<file path="src/design/ggr_pkg.sv">
package ggr_pkg;

	// Volume geometry
	localparam int unsigned MAX_X     = 32;
	localparam int unsigned MAX_Y     = 32;
	localparam int unsigned MAX_Z     = 32;
	localparam int unsigned VOL_WORDS = MAX_X * MAX_Y * MAX_Z;
	localparam int unsigned ADDR_W    = $clog2(VOL_WORDS);

	// Fixed field widths
	localparam int unsigned COORD_W = 5;
	localparam int unsigned SIZE_W  = 6;
	localparam int unsigned DATA_W  = 32;
	localparam int unsigned STEP_W  = 3;

	// Item commands
	localparam logic CMD_WRITE = 1'b0;
	localparam logic CMD_QUERY = 1'b1;

	// Configuration register indexes
	typedef enum logic [1:0] {
		REG_SIZE_X      = 2'd0,
		REG_SIZE_Y      = 2'd1,
		REG_SIZE_Z      = 2'd2,
		REG_INV_SPACING = 2'd3
	} cfg_reg_t;

	// Read sequence of one query: centre, then low and high neighbor per axis
	typedef enum logic [STEP_W-1:0] {
		STEP_CENTRE = 3'd0,
		STEP_X_LO   = 3'd1,
		STEP_X_HI   = 3'd2,
		STEP_Y_LO   = 3'd3,
		STEP_Y_HI   = 3'd4,
		STEP_Z_LO   = 3'd5,
		STEP_Z_HI   = 3'd6
	} step_t;

	typedef enum logic [1:0] {
		AXIS_X = 2'd0,
		AXIS_Y = 2'd1,
		AXIS_Z = 2'd2
	} axis_t;

	typedef enum logic [1:0] {
		ST_IDLE  = 2'd0,
		ST_READ  = 2'd1,
		ST_DRAIN = 2'd2,
		ST_HOLD  = 2'd3
	} ggr_state_t;

	// One difference going into the scaler
	typedef struct packed {
		logic                     vld;
		axis_t                    axis;
		logic                     half;
		logic signed [DATA_W:0]   diff;
	} ggr_diff_t;

	// One scaled gradient component
	typedef struct packed {
		logic                     vld;
		axis_t                    axis;
		logic                     sat;
		logic signed [DATA_W-1:0] grad;
	} ggr_res_t;

	// Size register clipped to the volume maximum
	function automatic logic [SIZE_W-1:0] eff_size(input logic [SIZE_W-1:0] r,
	                                               input int unsigned m);
		logic [SIZE_W-1:0] res;
		res = r;
		if (int'(r) > int'(m)) begin
			res = SIZE_W'(m);
		end
		return res;
	endfunction

	// Linear voxel address, x fastest
	function automatic logic [ADDR_W-1:0] vox_addr(input logic [COORD_W-1:0] x,
	                                               input logic [COORD_W-1:0] y,
	                                               input logic [COORD_W-1:0] z);
		logic [ADDR_W-1:0] a;
		a = ADDR_W'(z) * ADDR_W'(MAX_X * MAX_Y) + ADDR_W'(y) * ADDR_W'(MAX_X)
			+ ADDR_W'(x);
		return a;
	endfunction

endpackage

</file>
<file path="src/design/ggr_scale.sv">
module ggr_scale
	import ggr_pkg::*;
(
	input  logic                clk,
	input  logic                arst_n,
	input  logic [DATA_W-1:0]   inv_spacing,
	input  ggr_diff_t           diff_i,
	output ggr_res_t            res_o
);

	// s1: magnitude and sign
	logic                vld_s1;
	axis_t               axis_s1;
	logic                half_s1;
	logic                neg_s1;
	logic [DATA_W-1:0]   mag_s1;
	// s2: product
	logic                vld_s2;
	axis_t               axis_s2;
	logic                half_s2;
	logic                neg_s2;
	logic [2*DATA_W-1:0] prod_s2;
	// s3: rounded magnitude
	logic                vld_s3;
	axis_t               axis_s3;
	logic                neg_s3;
	logic [48:0]         rnd_s3;
	// s4: result
	logic                vld_s4;
	axis_t               axis_s4;
	logic                sat_s4;
	logic [DATA_W-1:0]   grad_s4;

	logic [DATA_W:0]     abs_c;
	logic [47:0]         shr_c;
	logic                rbit_c;
	logic                sat_c;
	logic [DATA_W-1:0]   grad_c;

	always_comb begin
		abs_c = diff_i.diff[DATA_W] ? (~diff_i.diff + 1'b1) : diff_i.diff;
	end

	// Shift by 17 for a central difference, 16 at a face; round half away from zero
	always_comb begin
		shr_c  = half_s2 ? {1'b0, prod_s2[63:17]} : prod_s2[63:16];
		rbit_c = half_s2 ? prod_s2[16] : prod_s2[15];
	end

	// Saturate to 32 bits and restore the sign
	always_comb begin
		if (neg_s3) begin
			sat_c  = (|rnd_s3[48:32]) || (rnd_s3[31] && (|rnd_s3[30:0]));
			grad_c = sat_c ? 32'h8000_0000 : (32'd0 - rnd_s3[31:0]);
		end else begin
			sat_c  = |rnd_s3[48:31];
			grad_c = sat_c ? 32'h7FFF_FFFF : rnd_s3[31:0];
		end
	end

	always_ff @(posedge clk or negedge arst_n) begin
		if (!arst_n) begin
			vld_s1 <= 1'b0;
			vld_s2 <= 1'b0;
			vld_s3 <= 1'b0;
			vld_s4 <= 1'b0;
		end else begin
			vld_s1 <= diff_i.vld;
			vld_s2 <= vld_s1;
			vld_s3 <= vld_s2;
			vld_s4 <= vld_s3;
		end
	end

	always_ff @(posedge clk) begin
		axis_s1 <= diff_i.axis;
		half_s1 <= diff_i.half;
		neg_s1  <= diff_i.diff[DATA_W];
		mag_s1  <= abs_c[DATA_W-1:0];

		axis_s2 <= axis_s1;
		half_s2 <= half_s1;
		neg_s2  <= neg_s1;
		prod_s2 <= mag_s1 * inv_spacing;

		axis_s3 <= axis_s2;
		neg_s3  <= neg_s2;
		rnd_s3  <= {1'b0, shr_c} + 49'(rbit_c);

		axis_s4 <= axis_s3;
		sat_s4  <= sat_c;
		grad_s4 <= grad_c;
	end

	always_comb begin
		res_o.vld  = vld_s4;
		res_o.axis = axis_s4;
		res_o.sat  = sat_s4;
		res_o.grad = grad_s4;
	end

endmodule

</file>
<file path="config.mk">
export PLATFORM = sky130hd
export DESIGN_NAME = ggr_scale
export DESIGN_NICKNAME = d
export VERILOG_FILES = /design/src/design/ggr_pkg.sv /design/src/design/ggr_scale.sv
export SDC_FILE = /design/constraint.sdc
export NUM_CORES = 2
export LEC_CHECK = 0
export BUFFER_PORTS_ARGS = -buffer_cell sky130_fd_sc_hd__buf_4
export CELL_PAD_IN_SITES_DETAIL_PLACEMENT = 1
export CELL_PAD_IN_SITES_GLOBAL_PLACEMENT = 2
export CORE_ASPECT_RATIO = 1.1
export CORE_UTILIZATION = 46
export DETAILED_ROUTE_END_ITERATION = 7
export GPL_ROUTABILITY_DRIVEN = 0
export PLACE_DENSITY_LB_ADDON = 0.25
export SLEW_MARGIN = 20
export SYNTH_ARGS = -nofsm -noshare
export SYNTH_HDL_FRONTEND = slang
export SYNTH_SLANG_ARGS = --single-unit
</file>
<file path="constraint.sdc">
create_clock -name clk -period 15.19 [get_ports clk]
set_input_delay 1.519 -clock clk [delete_from_list [all_inputs] [get_ports clk]]
set_output_delay 1.519 -clock clk [all_outputs]
set_load 0.05 [all_outputs]
</file>
Word level (Yosys, flattened, before mapping)
Cells that the tools add are included.

word-level totals
  memories = 0
  bits in writable memories = 0
  bits in latches = 0
  flip-flop bits (word level) = 195
  input bits = 71
  bits in read-only memories = 0
  output and inout bits = 36
  logic and storage cells = 35

operators by class
  reductions and logical operators = 5
  magnitude comparators = 0
  shift operators = 0
  div/mod/pow operators = 0
  $add $sub $neg = 3
  bitwise gates (word level) = 1
  multiply operators = 1
  equal/unequal tests = 0
  muxes and demuxes = 7

operators with widths
  kind                                                                  number
  32-bit 2-to-1 mux                                                     4
  32-bit by 32-bit multiplier with 64-bit output                        1
  48-bit by 1-bit adder with 49-bit output                              1
  48-bit 2-to-1 mux                                                     1
  32-bit by 1-bit adder with 32-bit output (second input constant)      1
  32-bit inverter                                                       1
  1-bit by 32-bit subtractor with 32-bit output (first input constant)  1
  31-bit OR reduction                                                   1
  18-bit OR reduction                                                   1
  17-bit OR reduction                                                   1
  1-bit 2-to-1 mux                                                      2
  1-bit logical AND                                                     1
  1-bit logical OR                                                      1

Depth between registers and ports, before layout
  depth after elaboration = 5
  depth in mapped cells = 28
  gate-level depth less buffers = 26

Worst setup path after synthesis
No wires, ideal clock.

  path type = input -> register
  from = input port inv_spacing[11]
  to = register prod_s2[52]
  stages on the path = 24
  arrival time = 8210 ps
  slack = 6860 ps
  cells stage by stage = clkbuf_1 -> nand2_1 -> fa_1 -> inv_1 -> fa_1 -> inv_1 -> fa_1 -> inv_1 -> fa_1 -> fa_1 -> fa_1 -> fa_1 -> inv_1 -> fa_1 -> inv_1 -> ha_1 -> clkbuf_1 -> nand2_1 -> or4_1 -> o21ba_2 -> or4_1 -> a31oi_1 -> nor2_1 -> xnor2_1

on the way
  cells in the longest elaborated chain, start to end = 1

RTL lines
  element                                         RTL line         RTL
  from (decl)                                     ggr_scale.sv:6   input logic [DATA_W-1:0] inv_spacing,
  32-bit by 32-bit multiplier with 64-bit output  ggr_scale.sv:84  prod_s2 <= mag_s1 * inv_spacing;
  to (signal assigned)                            ggr_scale.sv:84
  to (decl)                                       ggr_scale.sv:22  logic [2*DATA_W-1:0] prod_s2;

No other way between the ends.

Final worst setup path
  from = input port inv_spacing[2]
  to = register prod_s2[53]

The elaborated chain is that of the path after synthesis.

==> flow_metrics.env <==
export IMPL_synth_mux_area_frac=0.00784
export IMPL_yosysTopAreaCellShare=0.440
export IMPL_synth_seq_cells=180
export IMPL_cts_buffers=17
export IMPL_routed_wl_um=121000
export IMPL_tightestPinTransition_ps=1070
export IMPL_post_cts_buffers=0
export IMPL_die_w_um=286
export IMPL_synthCells=4475
export IMPL_slew_violations=0
export IMPL_port_buffers=106
export IMPL_postRouteAntennaNets=0
export IMPL_cp_arrival_ps=9200
export IMPL_cts_tree="yes"
export IMPL_netlist_area_mm2=0.0407
export IMPL_cts_root_buf="clkbuf_16"
export IMPL_end_kind="register"
export IMPL_crit_type="in2reg"
export IMPL_regToRegStartpoint="mag_s1[18]"
export IMPL_final_common_cell="inv_1"
export IMPL_antenna_found_initial=4
export IMPL_num_io_pins=107
export IMPL_place_area_mm2=0.0421
export IMPL_synth_area_top_cells="fa_1, and2_1, dfxtp_1"
export IMPL_grt_pass1_vias=33600
export IMPL_setup_ws_ps=6400
export IMPL_htreeDepth=4
export IMPL_yosys_warnings=0
export IMPL_hpwl_um=92600
export IMPL_period_needed_ps=8790
export IMPL_synth_compound_area_frac=0.0493
export IMPL_path_clk_slew_ps=80
export IMPL_fin_crit_sh=0.579
export IMPL_synth_simple_area_share=0.191
export IMPL_setup_viol=0
export IMPL_die_height_um=314
export IMPL_initial_core_util=0.464
export IMPL_grt_overflow_total=0
export IMPL_synth_cell_types=83
export IMPL_fmax_mhz=114
export IMPL_met1_usage=0.377
export IMPL_wire_per_inst_um=21.8
export IMPL_vias=29600
export IMPL_fin_area_mm2=0.0427
export IMPL_place_ws_ps=5840
export IMPL_clock_latency_ps=490
export IMPL_min_delay_start="half_s1"
export IMPL_synth_area_leader_cell="fa_1"
export IMPL_synth_ff_type="dfxtp_1"
export IMPL_synth_area_per_cell_um2=9.09
export IMPL_layout_cells_most_common_list="inv_1, fa_1, and2_1"
export IMPL_crit_fanout=32
export IMPL_status="complete, no violations"
export IMPL_busiest_layer="met2"
export IMPL_area_growth_pct=5.04
export IMPL_grt_pass1_wl_um=192000
export IMPL_synth_xor_area_frac=0.0323
export IMPL_hold_path_class="reg2reg"
export IMPL_dr_pass1_iters=5
export IMPL_async_flop_share=0.0222
export IMPL_cap_violations=0
export IMPL_setup_tns_ps=0
export IMPL_synth_enable_flop_cells=0
export IMPL_synth_top_family_by_area="adder cells"
export IMPL_rsz0062_at_grt="false"
export IMPL_cts_resized_gates=0
export IMPL_finClkSkew_ps=13.2
export IMPL_route_detailed_drc=0
export IMPL_synthesis_nets=5705
export IMPL_drt_iter0_markers=1554
export IMPL_maxSlewHeadroom=0.285
export IMPL_die_area_mm2=0.0897
export IMPL_crit_path_start="inv_spacing[2]"
export IMPL_ys_seq_area_frac=0.0890
export IMPL_grt_usage=0.280
export IMPL_grtUsageMet2=0.465
export IMPL_finalHoldViolCount=0
export IMPL_nNetsFinal=5595
export IMPL_drive_gt1_frac=0.0512
export IMPL_synthAdderAreaFrac=0.521
export IMPL_holdWs_ps=327
export IMPL_coreArea_mm2=0.0877
export IMPL_grt_max_degree=78
export IMPL_cts_sinks=180
export IMPL_grtUsageMet3=0.0517
export IMPL_required_ps=15600
export IMPL_start_kind="primary input"
export IMPL_clockBufferDepth=2
export IMPL_rows=114
export IMPL_cts_hold_buf=0
export IMPL_vias_per_cell=5.34
[path summary, 6_finish.rpt]
path	endpoint	cells after the start	slack [ps]
setup / recovery	prod_s2[53]	22	6400
hold / removal	half_s2	0	330
setup reg to reg	prod_s2[53]	21	6760
hold reg to reg	half_s2	0	330
max in group asynchronous	vld_s1	1	14290
min in group asynchronous	vld_s3	1	810
[area by class of cell]
class                      count  area (um^2)
clock buffer                  17          425
tap                         1160         1450
sequential                   180         3660
antenna                        2         5.00
clock inverter                15          216
inverter                     919         3450
multi-input combinational   3126        32600
fill                       10100        45000
timing repair buffer         121          908
[state kept, by name, summed over array words and instances (netlist names)]
signal / cells
vld_s1: 1
sat_s4: 1
prod_s2: 49
half_s1: 1
neg_s3: 1
axis_s1: 2
half_s2: 1
rnd_s3: 49
neg_s2: 1
vld_s3: 1
mag_s1: 32
grad_s4: 32
axis_s4: 2
axis_s2: 2
vld_s2: 1
neg_s1: 1
axis_s3: 2
vld_s4: 1
[synth_stat cells (all sizes together), types with 9 or more instances]
cell type  number
dfxtp         176
buf            20
nand2         590
clkbuf        230
nor2           76
o31ai          11
nand3          38
nor3           24
and2          609
nor4           14
xor2           56
and3           22
nand4          32
a31oi          12
inv           918
xnor2          94
mux2i          24
o21ai          67
nand2b         15
nor2b           9
fa            895
or4             9
a21o           28
o41ai          10
a21oi          85
or3            19
o311ai         29
ha            264
[critical path, cell delays in order]
cell	delay [ps]
buf_4	230
and2_1	200
fa_1	540
inv_1	50
fa_1	560
fa_1	490
fa_1	550
inv_1	50
fa_1	520
fa_1	570
fa_1	450
fa_1	470
ha_1	400
a21oi_1	270
o21a_1	230
nand2_1	110
nor4b_1	500
o21ai_0	380
a31o_2	370
o31a_1	300
a41oi_1	260
xnor2_1	150
[layer usage]
| layer | part of all wire | routed length (um) | vias to the layer above |
|---|---|---|---|
| met2 | 0.48 | 57600 | 740 |
| met4 | 0.024 | 2950 | 4 |
| li1 | - | - | 13100 |
| met1 | 0.44 | 53300 | 15600 |
| met5 | 0.00028 | 34 | - |
| met3 | 0.058 | 6950 | 155 |
[stage by stage]
step	cells	utilization
final	5540	0.487
after detailed placement	5506	0.480
after global routing	5538	0.487
after global placement	5506	0.480
after floorplan	4475	-
after CTS	5538	0.487
[cell families after synthesis]
| logic type | Yosys count |
|---|---|
| flip-flops | 180 |
| AO/OA/AOI/OAI | 300 |
| multiplexers | 31 |
| buffers and inverters | 1169 |
| AND/OR/NAND/NOR | 1486 |
| adder cells (fa/ha/maj) | 1159 |
| XOR/XNOR | 150 |
Power is not shown: default switching activity piles up to over one toggle a cycle in this logic, so the estimate is an artifact.
